[src/sv/onewire_rom_search_engine_assert.svh]
// Assertion macros shared by the search engine modules.
`ifndef ONEWIRE_ROM_SEARCH_ENGINE_ASSERT_SVH
`define ONEWIRE_ROM_SEARCH_ENGINE_ASSERT_SVH

`ifndef ASSERT_OFF
// Check prop at every rising edge outside reset.
`define ROS_ASSERT(lbl, clk, rst_n, prop) \
  lbl: assert property (@(posedge clk) disable iff (!rst_n) (prop)) \
    else $error("search engine assertion failed");
// Check that cond never holds at a rising edge outside reset.
`define ROS_ASSERT_NEVER(lbl, clk, rst_n, cond) \
  lbl: assert property (@(posedge clk) disable iff (!rst_n) !(cond)) \
    else $error("search engine forbidden condition seen");
`else
`define ROS_ASSERT(lbl, clk, rst_n, prop)
`define ROS_ASSERT_NEVER(lbl, clk, rst_n, cond)
`endif

`endif

[src/sv/ros_pkg.sv]
package ros_pkg;

  localparam int unsigned RomBits       = 64;
  localparam int unsigned FamilyLimit   = 9;
  localparam int unsigned QueueDepthDef = 2;
  localparam logic [7:0]  CrcPoly       = 8'h8C;

  typedef enum logic [1:0] {
    FUNC_BEGIN    = 2'd0,
    FUNC_PRESENCE = 2'd1,
    FUNC_PAIR     = 2'd2
  } func_e;

  typedef enum logic [1:0] {
    KIND_RESET  = 2'd0,
    KIND_SEARCH = 2'd1,
    KIND_DIR    = 2'd2,
    KIND_FINISH = 2'd3
  } kind_e;

  typedef enum logic [1:0] {
    PH_IDLE     = 2'd0,
    PH_PRESENCE = 2'd1,
    PH_SEARCH   = 2'd2
  } phase_e;

  typedef struct packed {
    logic [1:0] func;
    logic       restart;
    logic       present;
    logic       id_bit;
    logic       cmp_bit;
  } req_t;

  typedef struct packed {
    logic [1:0]  kind;
    logic        dir_bit;
    logic        found;
    logic [63:0] rom_code;
    logic        was_last_device;
    logic [3:0]  family_branch;
    logic        last_of_run;
  } res_t;

  // One queue entry carries every result caused by one request.
  typedef struct packed {
    kind_e       kind0;
    logic        dir0;
    logic        found0;
    logic        last_dev0;
    logic [3:0]  fam0;
    logic        two;
    logic        found1;
    logic        last_dev1;
    logic [3:0]  fam1;
    logic [63:0] rom;
  } entry_t;

  // Reflected CRC-8, one data bit per step, LSB first.
  function automatic logic [7:0] crc8_byte(input logic [7:0] crc, input logic [7:0] data);
    logic [7:0] c;
    logic       mix;
    c = crc;
    for (int i = 0; i < 8; i++) begin
      mix = c[0] ^ data[i];
      c   = {1'b0, c[7:1]};
      if (mix) begin
        c = c ^ CrcPoly;
      end
    end
    return c;
  endfunction

endpackage

[src/sv/ros_front.sv]
`include "onewire_rom_search_engine_assert.svh"

module ros_front import ros_pkg::*; (
  input  logic   clk_i,
  input  logic   rst_ni,
  input  logic   accept_i,
  input  req_t   req_i,
  output logic   push_o,
  output entry_t entry_o
);

  phase_e      phase_q, phase_d;
  logic [6:0]  prev_q, prev_d;
  logic [3:0]  fam_q, fam_d;
  logic        nmd_q, nmd_d;
  logic [63:0] rom_q, rom_d;
  logic [7:0]  crc_q, crc_d;
  logic [6:0]  bp_q, bp_d;
  logic [6:0]  zta_q, zta_d;

  logic        is_begin, is_pres, is_pair;
  logic        nmd_begin;
  logic        both_one, differ, dir, take_zero, last_bit, end_ok;
  logic [6:0]  bp_eff, zta_new;
  logic [5:0]  idx;
  logic [3:0]  fam_new;
  logic [63:0] rom_new;
  logic [7:0]  byte_new, crc_new;

  assign is_begin = accept_i && (req_i.func == FUNC_BEGIN);
  assign is_pres  = accept_i && (req_i.func == FUNC_PRESENCE) && (phase_q == PH_PRESENCE);
  assign is_pair  = accept_i && (req_i.func == FUNC_PAIR) && (phase_q == PH_SEARCH);

  assign nmd_begin = req_i.restart ? 1'b0 : nmd_q;

  // Bit decision datapath.
  always_comb begin
    bp_eff = ((bp_q == 7'd0) || (bp_q > 7'(RomBits))) ? 7'd1 : bp_q;
    idx    = 6'(bp_eff - 7'd1);
    both_one = req_i.id_bit && req_i.cmp_bit;
    differ   = req_i.id_bit ^ req_i.cmp_bit;
    if (differ) begin
      dir = req_i.id_bit;
    end else if (bp_eff < prev_q) begin
      dir = rom_q[idx];
    end else begin
      dir = (bp_eff == prev_q);
    end
    take_zero = !differ && !dir;
    zta_new   = take_zero ? bp_eff : zta_q;
    fam_new   = (take_zero && (bp_eff < 7'(FamilyLimit))) ? bp_eff[3:0] : fam_q;
    rom_new      = rom_q;
    rom_new[idx] = dir;
    byte_new = rom_new[{idx[5:3], 3'b000} +: 8];
    crc_new  = (idx[2:0] == 3'd7) ? crc8_byte(crc_q, byte_new) : crc_q;
    last_bit = (idx == 6'(RomBits - 1));
    end_ok   = (crc_new == 8'd0) && (rom_new[7:0] != 8'd0);
  end

  // Next phase.
  always_comb begin
    phase_d = phase_q;
    if (is_begin) begin
      phase_d = nmd_begin ? PH_IDLE : PH_PRESENCE;
    end else if (is_pres) begin
      phase_d = req_i.present ? PH_SEARCH : PH_IDLE;
    end else if (is_pair && (both_one || last_bit)) begin
      phase_d = PH_IDLE;
    end
  end

  // Search state and queue entry.
  always_comb begin
    prev_d  = prev_q;
    fam_d   = fam_q;
    nmd_d   = nmd_q;
    rom_d   = rom_q;
    crc_d   = crc_q;
    bp_d    = bp_q;
    zta_d   = zta_q;
    push_o  = 1'b0;
    entry_o = '{kind0: KIND_FINISH, default: '0};
    entry_o.rom = rom_q;
    if (is_begin) begin
      push_o = 1'b1;
      bp_d   = 7'd1;
      zta_d  = '0;
      crc_d  = '0;
      if (req_i.restart || nmd_begin) begin
        prev_d = '0;
        nmd_d  = 1'b0;
        fam_d  = '0;
      end
      entry_o.kind0 = nmd_begin ? KIND_FINISH : KIND_RESET;
      entry_o.fam0  = (req_i.restart || nmd_begin) ? 4'd0 : fam_q;
    end else if (is_pres) begin
      push_o        = 1'b1;
      entry_o.fam0  = fam_q;
      entry_o.kind0 = KIND_SEARCH;
      if (!req_i.present) begin
        prev_d        = '0;
        nmd_d         = 1'b0;
        fam_d         = '0;
        entry_o.kind0 = KIND_FINISH;
        entry_o.fam0  = '0;
      end
    end else if (is_pair) begin
      push_o = 1'b1;
      if (both_one) begin
        prev_d        = '0;
        nmd_d         = 1'b0;
        fam_d         = '0;
        entry_o.kind0 = KIND_FINISH;
      end else begin
        rom_d         = rom_new;
        crc_d         = crc_new;
        zta_d         = zta_new;
        fam_d         = fam_new;
        bp_d          = bp_eff + 7'd1;
        entry_o.kind0 = KIND_DIR;
        entry_o.dir0  = dir;
        entry_o.fam0  = fam_new;
        entry_o.rom   = rom_new;
        if (last_bit) begin
          entry_o.two = 1'b1;
          if (end_ok) begin
            prev_d            = zta_new;
            nmd_d             = (zta_new == 7'd0) ? 1'b1 : nmd_q;
            entry_o.found1    = 1'b1;
            entry_o.last_dev1 = (zta_new == 7'd0) ? 1'b1 : nmd_q;
            entry_o.fam1      = fam_new;
          end else begin
            prev_d = '0;
            nmd_d  = 1'b0;
            fam_d  = '0;
          end
        end
      end
    end
  end

  always_ff @(posedge clk_i or negedge rst_ni) begin
    if (!rst_ni) begin
      phase_q <= PH_IDLE;
      prev_q  <= '0;
      fam_q   <= '0;
      nmd_q   <= 1'b0;
      rom_q   <= '0;
      crc_q   <= '0;
      bp_q    <= 7'd1;
      zta_q   <= '0;
    end else begin
      phase_q <= phase_d;
      prev_q  <= prev_d;
      fam_q   <= fam_d;
      nmd_q   <= nmd_d;
      rom_q   <= rom_d;
      crc_q   <= crc_d;
      bp_q    <= bp_d;
      zta_q   <= zta_d;
    end
  end

  `ROS_ASSERT(a_search_pos_range, clk_i, rst_ni, (phase_q == PH_SEARCH) |-> ((bp_q >= 7'd1) && (bp_q <= 7'(RomBits))))
  `ROS_ASSERT(a_last_dev_no_disc, clk_i, rst_ni, nmd_q |-> (prev_q == 7'd0))
  `ROS_ASSERT(a_two_after_dir, clk_i, rst_ni, (push_o && entry_o.two) |-> (entry_o.kind0 == KIND_DIR))

endmodule

[src/sv/ros_queue.sv]
`include "onewire_rom_search_engine_assert.svh"

module ros_queue import ros_pkg::*; #(
  parameter int unsigned Depth = QueueDepthDef
) (
  input  logic   clk_i,
  input  logic   rst_ni,
  input  logic   push_i,
  input  entry_t entry_i,
  output logic   full_o,
  input  logic   pop_i,
  output entry_t head_o,
  output logic   empty_o
);

  localparam int unsigned PtrW = (Depth > 1) ? $clog2(Depth) : 1;
  localparam int unsigned CntW = $clog2(Depth + 1);

  entry_t            mem_q [Depth];
  logic [PtrW-1:0]   wr_q, wr_d, rd_q, rd_d;
  logic [CntW-1:0]   cnt_q, cnt_d;
  logic              do_push, do_pop;

  assign full_o  = (cnt_q == CntW'(Depth));
  assign empty_o = (cnt_q == '0);
  assign head_o  = mem_q[rd_q];
  assign do_push = push_i && !full_o;
  assign do_pop  = pop_i && !empty_o;

  always_comb begin
    wr_d  = wr_q;
    rd_d  = rd_q;
    cnt_d = cnt_q;
    if (do_push) begin
      wr_d = (wr_q == PtrW'(Depth - 1)) ? '0 : wr_q + 1'b1;
    end
    if (do_pop) begin
      rd_d = (rd_q == PtrW'(Depth - 1)) ? '0 : rd_q + 1'b1;
    end
    if (do_push && !do_pop) begin
      cnt_d = cnt_q + 1'b1;
    end else if (do_pop && !do_push) begin
      cnt_d = cnt_q - 1'b1;
    end
  end

  always_ff @(posedge clk_i) begin
    if (do_push) begin
      mem_q[wr_q] <= entry_i;
    end
  end

  always_ff @(posedge clk_i or negedge rst_ni) begin
    if (!rst_ni) begin
      wr_q  <= '0;
      rd_q  <= '0;
      cnt_q <= '0;
    end else begin
      wr_q  <= wr_d;
      rd_q  <= rd_d;
      cnt_q <= cnt_d;
    end
  end

  `ROS_ASSERT(a_cnt_bound, clk_i, rst_ni, cnt_q <= CntW'(Depth))
  `ROS_ASSERT_NEVER(a_push_dropped, clk_i, rst_ni, push_i && full_o)

endmodule

[src/sv/ros_back.sv]
`include "onewire_rom_search_engine_assert.svh"

module ros_back import ros_pkg::*; (
  input  logic   clk_i,
  input  logic   rst_ni,
  input  entry_t head_i,
  input  logic   empty_i,
  input  logic   pop_i,
  output logic   pop_entry_o,
  output res_t   res_o
);

  logic sub_q, sub_d;
  logic take;

  assign take = pop_i && !empty_i;

  // Advance within a two-result entry before releasing it.
  always_comb begin
    sub_d       = sub_q;
    pop_entry_o = 1'b0;
    if (take) begin
      if (!sub_q && head_i.two) begin
        sub_d = 1'b1;
      end else begin
        sub_d       = 1'b0;
        pop_entry_o = 1'b1;
      end
    end
  end

  always_comb begin
    res_o.rom_code = head_i.rom;
    if (sub_q) begin
      res_o.kind            = KIND_FINISH;
      res_o.dir_bit         = 1'b0;
      res_o.found           = head_i.found1;
      res_o.was_last_device = head_i.last_dev1;
      res_o.family_branch   = head_i.fam1;
      res_o.last_of_run     = 1'b1;
    end else begin
      res_o.kind            = head_i.kind0;
      res_o.dir_bit         = head_i.dir0;
      res_o.found           = head_i.found0;
      res_o.was_last_device = head_i.last_dev0;
      res_o.family_branch   = head_i.fam0;
      res_o.last_of_run     = !head_i.two;
    end
  end

  always_ff @(posedge clk_i or negedge rst_ni) begin
    if (!rst_ni) begin
      sub_q <= 1'b0;
    end else begin
      sub_q <= sub_d;
    end
  end

  `ROS_ASSERT(a_sub_needs_two, clk_i, rst_ni, sub_q |-> (!empty_i && head_i.two))
  `ROS_ASSERT(a_second_follows, clk_i, rst_ni, (take && !sub_q && head_i.two) |=> sub_q)

endmodule

[src/sv/onewire_rom_search_engine.sv]
// Search ROM decision engine. Push a begin request, then the presence report,
// then one bit/complement pair per ROM bit; pop the answers: bus reset, search
// command, direction bit to write, and finished with the ROM code and the
// last-device flag. A request is taken every cycle while full is low and its
// answers can be popped from the next cycle on. A request that yields two
// answers (the 64th bit) holds its queue slot for two pops. The result queue
// (QueueDepth requests) sets how far the request side may run ahead of pop.
module onewire_rom_search_engine import ros_pkg::*; #(
  parameter int unsigned QueueDepth = QueueDepthDef
) (
  input  logic clk_i,
  input  logic rst_ni,
  input  logic push,
  output logic full,
  input  req_t req_i,
  output logic empty,
  input  logic pop,
  output res_t res_o
);

  logic   accept;
  logic   q_push, q_pop;
  entry_t q_in, q_head;

  assign accept = push && !full;

  ros_front u_front (
    .clk_i    (clk_i),
    .rst_ni   (rst_ni),
    .accept_i (accept),
    .req_i    (req_i),
    .push_o   (q_push),
    .entry_o  (q_in)
  );

  ros_queue #(
    .Depth (QueueDepth)
  ) u_queue (
    .clk_i   (clk_i),
    .rst_ni  (rst_ni),
    .push_i  (q_push),
    .entry_i (q_in),
    .full_o  (full),
    .pop_i   (q_pop),
    .head_o  (q_head),
    .empty_o (empty)
  );

  ros_back u_back (
    .clk_i       (clk_i),
    .rst_ni      (rst_ni),
    .head_i      (q_head),
    .empty_i     (empty),
    .pop_i       (pop),
    .pop_entry_o (q_pop),
    .res_o       (res_o)
  );

endmodule

[config.mk]
export PLATFORM = sky130hd
export DESIGN_NAME = onewire_rom_search_engine
export DESIGN_NICKNAME = d
export VERILOG_FILES = /design/src/sv/ros_pkg.sv /design/src/sv/ros_front.sv /design/src/sv/ros_queue.sv /design/src/sv/ros_back.sv /design/src/sv/onewire_rom_search_engine.sv
export VERILOG_INCLUDE_DIRS = /design/src /design/src/sv
export SDC_FILE = /design/constraint.sdc
export NUM_CORES = 1
export LEC_CHECK = 0
export BUFFER_PORTS_ARGS = -buffer_cell sky130_fd_sc_hd__buf_4
export CAP_MARGIN = 20
export CORE_MARGIN = 4
export CORE_UTILIZATION = 50
export DETAILED_ROUTE_END_ITERATION = 6
export PLACE_DENSITY = 0.71
export REMOVE_ABC_BUFFERS = 1
export SLEW_MARGIN = 20
export SYNTH_ARGS = -nofsm -noshare
export SYNTH_HDL_FRONTEND = slang
export SYNTH_SLANG_ARGS = --single-unit
[constraint.sdc]
create_clock -name clk_i -period 6.3 [get_ports clk_i]
set_input_delay 0.63 -clock clk_i [delete_from_list [all_inputs] [get_ports clk_i]]
set_output_delay 0.63 -clock clk_i [all_outputs]
set_load 0.005 [all_outputs]
==> results of run 1 <==
## registers in the layout, summed over array words and instances, names as in the netlist, 4 cells and up
name,count
u_front.bp_q,7
u_front.crc_q,8
u_front.fam_q,4
u_front.prev_q,7
u_front.rom_q,64
u_front.zta_q,7
u_queue.mem_q,156
## repair_timing
action,CTS,global route
buffers inserted,0,0
setup endpoints to repair,0,16
gates resized for setup,0,4
## logic make-up after synthesis
| group | Yosys count |
|---|---|
| compound gates | 409 |
| xor+xnor | 23 |
| fa+ha+maj | 12 |
| buf+inv | 129 |
| flops | 261 |
| mux | 103 |
| simple gates | 273 |
## worst reg2reg max path, stage by stage (launching register included)
cell and delay [ps]:
dfrtp_1 440, or4_1 620, o21ai_4 170, nand2_2 120
inv_2 80, ha_1 300, buf_4 240, xor2_1 230
mux2_2 360, o22a_1 180, o211ai_1 190, nor3_1 130
o32a_1 420, buf_4 200, a2111oi_0 320, and4bb_1 300
xnor2_2 200, mux2i_1 210, a31oi_1 140, nor4bb_4 400
nand3_2 100, buf_4 210, a211oi_2 190
## placed cells by master (no fill, tap or decap), types with 6 or more instances in the layout
master     Yosys  final
xnor2_1       13     12
edfxtp_1     156    156
dfrtp_1      104    103
clkbuf_1      82      6
nand3_1       20     20
nor2b_1        7      7
clkbuf_16      0     27
o221ai_1      13     12
buf_4          2    164
a21o_1         7      7
and3_1         9      9
nor2_1        76     75
a31oi_1      132    132
nor3_1        27     26
o211ai_1       7      7
a211oi_1      10     10
mux2_2        71     71
mux2i_1       27     27
nor4_1         9      8
ha_1          12     12
nand2_1       58     58
o21ai_0       50     50
and2_1         7      6
o31ai_1        8      8
nand4_1        9      9
inv_1         21     21
o22ai_1       14     14
a21oi_1       83     83
nand2b_1      11     11
o21ai_1       14     14
## Yosys cell counts (20+ instances only)
cell and count:
nand2_1 58, clkbuf_1 82, inv_1 21, a31oi_1 132
o21ai_0 50, nand3_1 20, edfxtp_1 156, a21oi_1 83
mux2i_1 27, dfrtp_1 104, nor3_1 27, mux2_2 71
nor2_1 76
## report_power, final
group / switching [mW] / internal (mW)
sequential: 0.145 / 2.02
combinational: 1.45 / 1.30
clock: 0.645 / 0.971
## metal layers
metal	part of all wire, %	up-vias	global-route usage, %
met1	44	5254	36.6
met4	2.3	0	5.92
met3	7.0	59	4.11
li1	-	4900	-
met2	46	413	39.5
met5	0	-	0
## final cells by class
cell class | instances | area, um2 | share of cell area, %
sequential | 261 | 7320 | 46.3
multi-input combinational | 820 | 5760 | 36.4
timing repair buffer | 168 | 1320 | 8.34
clock buffer | 35 | 726 | 4.59
tap | 341 | 427 | 2.70
clock inverter | 14 | 166 | 1.05
inverter | 24 | 90.1 | 0.570
## metrics by stage
stage | worst slack (ps) | utilization (%)
after floorplan | -1340 | -
after global placement | 388 | 55.5
after detailed placement | 294 | 55.5
after CTS | 274 | 58.8
after global routing | 76.5 | 59.0
final | 383 | 59.0
## final timing paths
check                      cells past startpoint                    to             start  slack (ps)
min reg2reg                                    2      u_front.zta_q[6]  u_front.zta_q[6]         490
max                                           22  u_queue.mem_q[1][64]   u_front.bp_q[1]         380
max in group asynchronous                      2     u_front.rom_q[14]            rst_ni        5000
min in group clk_i                             3          u_back.sub_q               pop         450
max reg2reg                                   22  u_queue.mem_q[1][64]   u_front.bp_q[1]         380
min                                            1    u_front.phase_q[0]            rst_ni         160
==> flow_summary.json, run 1 <==
{
  "cts_tree": "yes",
  "worstSetupEndpointType": "flop",
  "clock_latency_ps": 530,
  "max-vdd-ir-drop_v": 0.000295,
  "min_path_type": "input port to asynchronous set/reset pin",
  "synthMuxAreaShare_pct": 8.71,
  "slowest_delay_ps": 620,
  "placed_cells": 1613,
  "clockRootBuffer": "clkbuf_16",
  "wl_per_cell_um": 22.8,
  "synth_simple_gate_area_share_pct": 10.5,
  "fin_crit_sh_pct": 93.9,
  "period_minus_slack_ps": 5920,
  "synthToLayoutAreaGrowth_pct": 16.5,
  "powerDensity_mw_per_mm2": 413,
  "gr-total-overflow": 0,
  "synth.distinct_cells": 98,
  "placed_cell_area_mm2": 0.0149,
  "vias_per_cell": 6.39,
  "pin_count": 86,
  "cp.required_ps": 6660,
  "synthArstFlopShare_pct": 40.2,
  "hold_viol": 0,
  "start_util_pct": 50.6,
  "grt_pass1_wl_um": 60500,
  "synth.largest_area_cell": "edfxtp_1",
  "die_w_um": 173,
  "drcViolationCount": 0,
  "worst_pin_slew_ps": 947,
  "first_pass_iters": 5,
  "finalNetCount": 1324,
  "final_cells": 1663,
  "crit_family": "simple AND/OR/NAND/NOR gates",
  "maxCapViolations": 0,
  "p_total_mw": 6.54,
  "n_antenna_cell": 0,
  "synth-edff-count": 156,
  "crit_arrival_ps": 6270,
  "synth.top_cell.area_share_pct": 34.5,
  "place_congestion": 0.980,
  "leakage_nw": 6.23,
  "die_y_um": 173,
  "finish.instance_area_mm2": 0.0158,
  "clkSlewWorstSetupHoldPaths_ps": 60,
  "critical_path.slowest_cell": "or4_1",
  "clock_skew_ps": 11.4,
  "crit_top_cell": "buf_4",
  "rows": 60,
  "fillCellCount": 2229,
  "critPathLaunchType": "flop",
  "vias": 10600,
  "synthTopCellsByArea": "edfxtp_1 35%, dfrtp_1 19%, a31oi_1 6.1%",
  "layout-drive-gt1-share_pct": 24.4,
  "synthAdderAreaFrac_pct": 1.11,
  "coreArea_mm2": 0.0268,
  "ant_nets": 0,
  "fmax_ghz": 0.169,
  "slew_headroom_pct": 36.9,
  "synthFlopType": "edfxtp_1",
  "cp_max_fo": 13,
  "first_iter_violations": 1070,
  "syn_inst": 1210,
  "slew_viol_final": 0,
  "synth_xor_area_share_pct": 2.04,
  "die-area_mm2": 0.0298,
  "cts_buffer_depth": 3,
  "status": "complete, no violations",
  "crit_type": "flop to flop",
  "ys_ff_latch": 261,
  "crit_buf_inv": 4,
  "grtUsageTotal_pct": 25.0,
  "synth.cell_area_mm2": 0.0136,
  "synth-compound-area-share_pct": 19.8,
  "place.detailed.hpwl_um": 26800,
  "grt_pass1_vias": 10300,
  "numCtsBuffers": 27,
  "yosys_warnings": 0,
  "synth-seq-area-share_pct": 53.9,
  "cts_max_level": 1,
  "syn-mean-instance-area_um2": 11.2,
  "grt_start_max_net_pins": 106,
  "antenna_found_initial": 0,
  "crit_chain": "or4_1 > o21ai_4 > nand2_2 > inv_2 > ha_1 > buf_4 > xor2_1 > mux2_2 > o22a_1 > o211ai_1 > nor3_1 > o32a_1 > buf_4 > a2111oi_0 > and4bb_1 > xnor2_2 > mux2i_1 > a31oi_1 > nor4bb_4 > nand3_2 > buf_4 > a211oi_2",
  "portBuffers": 85,
  "synth_top_family_by_area": "compound AO/OA/AOI/OAI gates",
  "cts_sinks": 261,
  "finalSetupViolCount": 0,
  "tns_ps": 0,
  "rsz0062_at_grt": "no",
  "hold_slack_ps": 164,
  "hold_buffers": 0,
  "wirelength_um": 38000
}
Power figures use the tool's default switching activity.
==> run 2: changes to the inputs <==
--- a/config.mk
+++ b/config.mk
@@ -9,9 +9,9 @@
 export BUFFER_PORTS_ARGS = -buffer_cell sky130_fd_sc_hd__buf_4
 export CAP_MARGIN = 20
 export CORE_MARGIN = 4
-export CORE_UTILIZATION = 50
+export CORE_UTILIZATION = 33
 export DETAILED_ROUTE_END_ITERATION = 6
-export PLACE_DENSITY = 0.71
+export PLACE_DENSITY_LB_ADDON = 0.1
 export REMOVE_ABC_BUFFERS = 1
 export SLEW_MARGIN = 20
 export SYNTH_ARGS = -nofsm -noshare
==> run 2 against run 1 <==
Effect of this change:
- clock power is essentially flat
- sequential power about the same
- combinational power hardly changed
- critical path depth is 1 lower
- largest cell class unchanged
- utilization is 19 points lower
- critical path type unchanged
- fmax shrank 0.74%
- register-to-register slack worse by 40 ps
- via count decreased by 0.41%
- final area rose by 1.7%
- cell count is 12% higher
- first-iteration DRC count decreased by 33%
- sequential cell count stayed put
==> flow_summary.json, run 2 (synthesized netlist as in run 1, its figures left out) <==
{
  "status": "complete, no violations",
  "power_frac_seq_pct": 33.1,
  "cts_buffer_depth": 3,
  "crit_type": "flop to flop",
  "placed_cells": 1811,
  "worst_slack_ps": 338,
  "powerDensity_mw_per_mm2": 405,
  "die_w_um": 211,
  "hold_buffers": 0,
  "leakage_nw": 6.23,
  "wl_per_cell_um": 22.5,
  "layout-drive-gt1-share_pct": 25.5,
  "first_iter_violations": 722,
  "clockRootBuffer": "clkbuf_16",
  "pin_count": 86,
  "placed_cell_area_mm2": 0.0151,
  "worst_pin_slew_ps": 898,
  "grt_start_max_net_pins": 91,
  "cts_max_level": 1,
  "maxCapViolations": 0,
  "largest_register": "u_queue.mem_q",
  "rows": 74,
  "synthToLayoutAreaGrowth_pct": 18.5,
  "cts_tree": "yes",
  "period_minus_slack_ps": 5960,
  "start_util_pct": 33.3,
  "p_int_mw": 4.21,
  "antenna_found_initial": 1,
  "cts_sinks": 261,
  "rr_worst_depth": 21,
  "n_antenna_cell": 0,
  "portBuffers": 85,
  "final_common_cell": "buf_4",
  "coreArea_mm2": 0.0407,
  "clock_skew_ps": 17.8,
  "drcViolationCount": 0,
  "max-vdd-ir-drop_v": 0.000239,
  "min_path_type": "input port to asynchronous set/reset pin",
  "p_sw_mw": 2.30,
  "final_cell_mix": "173 x buf_4, 156 x edfxtp_1, 132 x a31oi_1",
  "switching_share_pct": 35.4,
  "hold_viol": 0,
  "slew_viol_final": 0,
  "hold_slack_ps": 153,
  "clkSlewWorstSetupHoldPaths_ps": 60,
  "vias_per_cell": 5.68,
  "finalNetCount": 1332,
  "clkPwrFrac_pct": 24.5,
  "place_congestion": 0.918,
  "pwr-share-comb_pct": 42.4,
  "cp_max_fo": 13,
  "crit_arrival_ps": 6440,
  "grtUsageTotal_pct": 18.4,
  "grt_pass1_wl_um": 64200,
  "wirelength_um": 41800,
  "clock_latency_ps": 560,
  "place.detailed.hpwl_um": 30200,
  "reg_top3": "u_queue.mem_q: 156 flops, u_front.rom_q: 64 flops, u_front.crc_q: 8 flops",
  "cp.required_ps": 6770,
  "fmax_ghz": 0.168,
  "gr-total-overflow": 0,
  "vias": 10600,
  "critPathLaunchType": "flop",
  "first_pass_iters": 5,
  "worstSetupEndpointType": "flop",
  "fin_crit_sh_pct": 94.6,
  "slew_headroom_pct": 39.7,
  "finish.instance_area_mm2": 0.0161,
  "pre_cts_ws_ps": 104,
  "ant_nets": 0,
  "die-area_mm2": 0.0444,
  "numCtsBuffers": 29,
  "largest_register_ffs": 156,
  "final_cells": 1863,
  "die_y_um": 211,
  "p_total_mw": 6.51,
  "finalSetupViolCount": 0,
  "grt_pass1_vias": 10600
}
run 2: cell types whose count changed in the layout (fill, tap and decap cells not counted), sizes merged:
cell / previous run / this run
inv: 24 / 26
bufinv: 4 / 0
clkbuf: 35 / 45
clkinv: 9 / 4
buf: 168 / 174
run 2: layer usage:
metal,up-vias,routed length [um],track usage [%]
li1,4890,-,-
met1,5236,19200,26.7
met2,367,18900,28.9
met3,89,2410,2.64
met4,0,1270,5.79
met5,-,0,0
run 2: repair_timing:
action | CTS | global route
buffers inserted | 0 | 0
endpoints found under the hold margin | 0 | 0
setup endpoints to repair | 0 | 23
resized for setup | 0 | 7
run 2: power by group through the flow:
stage / Sequential (mW) / Combinational [mW] / Clock, mW
floorplan: 2.20 / 1.63 / 0
global placement: 2.19 / 2.76 / 0
detailed placement: 2.19 / 2.75 / 0
CTS: 2.16 / 2.76 / 1.65
global route: 2.18 / 2.99 / 1.72
finish: 2.15 / 2.76 / 1.59
run 2: per-stage QoR:
| step | util [%] | TNS [ps] |
|---|---|---|
| finish | 39.5 | 0 |
| global route | 39.5 | -10.9 |
| CTS | 39.4 | 0 |
| detailed placement | 37.2 | 0 |
| global placement | 37.2 | 0 |
| floorplan | - | -69540 |
run 2: worst max-delay path, cell delays in order, from the launching register on:
cell and delay (ps):
dfrtp_1 400, or4_1 590, o21ai_4 170, nand2_2 70, buf_4 200, ha_1 380
nor4bb_2 330, a21oi_2 150, nor4_1 270, a221oi_1 130, a31o_1 250, o221a_1 280
buf_4 180, and4_1 180, or4_1 690, xnor2_1 200, xnor3_1 280, a31oi_1 140
nor4bb_4 420, nand3_4 220, buf_4 230, o21ai_1 130
run 2: path summary, 6_finish.rpt:
kind	startpoint	slack, ps	endpoint
setup / recovery	u_front.bp_q[1]	340	u_front.prev_q[4]
hold / removal	rst_ni	150	u_front.rom_q[5]
setup reg to reg	u_front.bp_q[1]	340	u_front.prev_q[4]
hold reg to reg	u_front.zta_q[0]	480	u_front.zta_q[0]
max in group asynchronous	rst_ni	4990	u_front.rom_q[47]
min in group clk_i	pop	410	u_back.sub_q
run 2: final cells by class:
class | instances | area [um2]
clock buffers | 45 | 846
flip-flops and latches | 261 | 7320
clock inverters | 7 | 43.8
repair buffers | 174 | 1320
well taps | 532 | 666
multi-input cells | 820 | 5800
fillers | 4000 | 24700
inverters | 24 | 90.1
==> run 3: changes to the inputs <==
--- a/config.mk
+++ b/config.mk
@@ -9,7 +9,7 @@
 export BUFFER_PORTS_ARGS = -buffer_cell sky130_fd_sc_hd__buf_4
 export CAP_MARGIN = 20
 export CORE_MARGIN = 4
-export CORE_UTILIZATION = 33
+export CORE_UTILIZATION = 53
 export DETAILED_ROUTE_END_ITERATION = 6
 export PLACE_DENSITY_LB_ADDON = 0.1
 export REMOVE_ABC_BUFFERS = 1
==> run 3 against run 2 <==
Effect of this change:
- the run now ends with DRC left
- die area decreased by 36%
- sequential share of layout area increased by 1.2 points
- largest cell class unchanged
- highest routed layer unchanged
- first-iteration DRC count increased by 19%
- final area decreased by 2.5%
- critical path type unchanged
==> flow_summary.json, run 3 (synthesized netlist as in run 1, its figures left out) <==
{
  "powerDensity_mw_per_mm2": 403,
  "finalNetCount": 1318,
  "antenna_found_initial": 0,
  "largest_register_ffs": 156,
  "worst_pin_slew_ps": 1080,
  "cts_sinks": 261,
  "slew_headroom_pct": 28.2,
  "die_w_um": 168,
  "pin_count": 86,
  "portBuffers": 85,
  "crit_type": "flop to flop",
  "final_common_cell": "buf_4",
  "place_congestion": 0.999,
  "cts_max_level": 1,
  "slowest_delay_ps": 680,
  "period_minus_slack_ps": 6010,
  "final_cell_mix": "159 x buf_4, 156 x edfxtp_1, 132 x a31oi_1",
  "final_cells": 1646,
  "multi_input_area_mm2": 0.00578,
  "rr_worst_depth": 21,
  "crit_buf_inv": 3,
  "crit_family": "simple AND/OR/NAND/NOR gates",
  "cp.required_ps": 6650,
  "first_iter_violations": 858,
  "clkSlewWorstSetupHoldPaths_ps": 60,
  "cts_tree": "yes",
  "largest_register": "u_queue.mem_q",
  "die_y_um": 168,
  "regArea_mm2": 0.00732,
  "fmax_ghz": 0.166,
  "switching_share_pct": 35.3,
  "cts_repair_resize_count": 0,
  "n_antenna_cell": 0,
  "numCtsBuffers": 26,
  "cp_max_fo": 14,
  "grt_pass1_vias": 10100,
  "leakage_nw": 6.17,
  "drcViolationCount": 1,
  "post-cts-setup-buffers": 0,
  "finalSetupViolCount": 0,
  "die-area_mm2": 0.0282,
  "violations": "DRC",
  "clkPwrFrac_pct": 22.9,
  "vias_per_cell": 6.42,
  "gr-total-overflow": 0,
  "r2r_slack_ps": 290,
  "critical_path.slowest_cell": "or4_1",
  "wirelength_um": 38500,
  "clockRootBuffer": "clkbuf_16",
  "crit_arrival_ps": 6360,
  "hold_viol": 0,
  "start_util_pct": 53.9,
  "crit_chain": "or4_1 > o21ai_4 > nand2_2 > inv_2 > ha_2 > nand2_1 > o221ai_1 > o21bai_2 > buf_4 > nor2_1 > nor4_1 > o32a_1 > buf_4 > and4_1 > or4_1 > xnor2_1 > xnor3_1 > a31oi_1 > nor4bb_4 > nand3_4 > a211oi_2",
  "worst_slack_ps": 290,
  "worstSetupEndpointType": "flop",
  "fin_util_pct": 62.3,
  "power_frac_seq_pct": 34.1,
  "fillCellCount": 2038,
  "vias": 10600,
  "grt_start_max_net_pins": 86,
  "coreArea_mm2": 0.0252,
  "synthToLayoutAreaGrowth_pct": 15.6,
  "place.detailed.hpwl_um": 27600,
  "layout-drive-gt1-share_pct": 24.2,
  "clock_skew_ps": 11.9,
  "first_pass_iters": 7,
  "cts_buffer_depth": 3,
  "status": "finished, violations left",
  "pwr-share-comb_pct": 42.9,
  "grt_pass1_wl_um": 60400,
  "placed_cells": 1597,
  "rows": 58,
  "clock_latency_ps": 540,
  "p_int_mw": 4.09,
  "p_sw_mw": 2.23,
  "wl_per_cell_um": 23.4,
  "min_path_type": "input port to asynchronous set/reset pin",
  "hold_buffers": 0,
  "slew_viol_final": 0,
  "cp.depth": 21,
  "grtUsageTotal_pct": 27.1,
  "ant_nets": 0,
  "fin_crit_sh_pct": 95.4,
  "max-vdd-ir-drop_v": 0.000409,
  "maxCapViolations": 0,
  "critPathLaunchType": "flop",
  "pre_cts_ws_ps": 104,
  "reg_top3": "u_queue.mem_q: 156 flops, u_front.rom_q: 64 flops, u_front.crc_q: 8 flops"
}
[run 3: power by group through the flow]
stage | logic (mW) | registers [mW] | clock network [mW]
3_3_place_gp | 2.66 | 2.19 | 0
4_1_cts | 2.68 | 2.16 | 1.48
3_5_place_dp | 2.66 | 2.20 | 0
2_1_floorplan | 1.63 | 2.20 | 0
6_report | 2.72 | 2.16 | 1.45
5_1_grt | 2.92 | 2.18 | 1.56
[run 3: final timing paths]
path,end,startpoint
worst min register to register,u_front.prev_q[5],u_front.prev_q[5]
max in group asynchronous,u_front.rom_q[30],rst_ni
min in group clk_i,u_back.sub_q,pop
worst min-delay path,u_queue.cnt_q[1],rst_ni
worst max register to register,u_queue.mem_q[0][64],u_front.bp_q[1]
worst max-delay path,u_queue.mem_q[0][64],u_front.bp_q[1]
[run 3: final cells by class]
type / instances / area share (%)
clock buffer: 40 / 4.87
clock inverter: 8 / 0.255
inverter: 24 / 0.574
multi-input combinational: 820 / 36.8
sequential: 261 / 46.6
tap: 330 / 2.63
timing repair buffer: 163 / 8.17
[run 3: per-stage QoR]
stage / area [um2] / setup TNS, ps / power, mW / hold WS [ps]
2_1_floorplan: 13100 / -69540 / 3.84 / 334
3_3_place_gp: 14800 / 0 / 4.85 / 458
3_5_place_dp: 14800 / 0 / 4.86 / 475
4_1_cts: 15600 / 0 / 6.33 / 146
5_1_grt: 15700 / -17.2 / 6.66 / 175
6_report: 15700 / 0 / 6.33 / 130
[run 3: metal layers]
metal	global-route usage [%]	vias up	part of all wire, %	routed length (um)
li1	-	4876	-	-
met3	4.67	78	7.3	2830
met1	39.9	5184	44	17000
met4	7.97	0	3.0	1170
met2	41.7	429	46	17500
met5	0	-	0	0
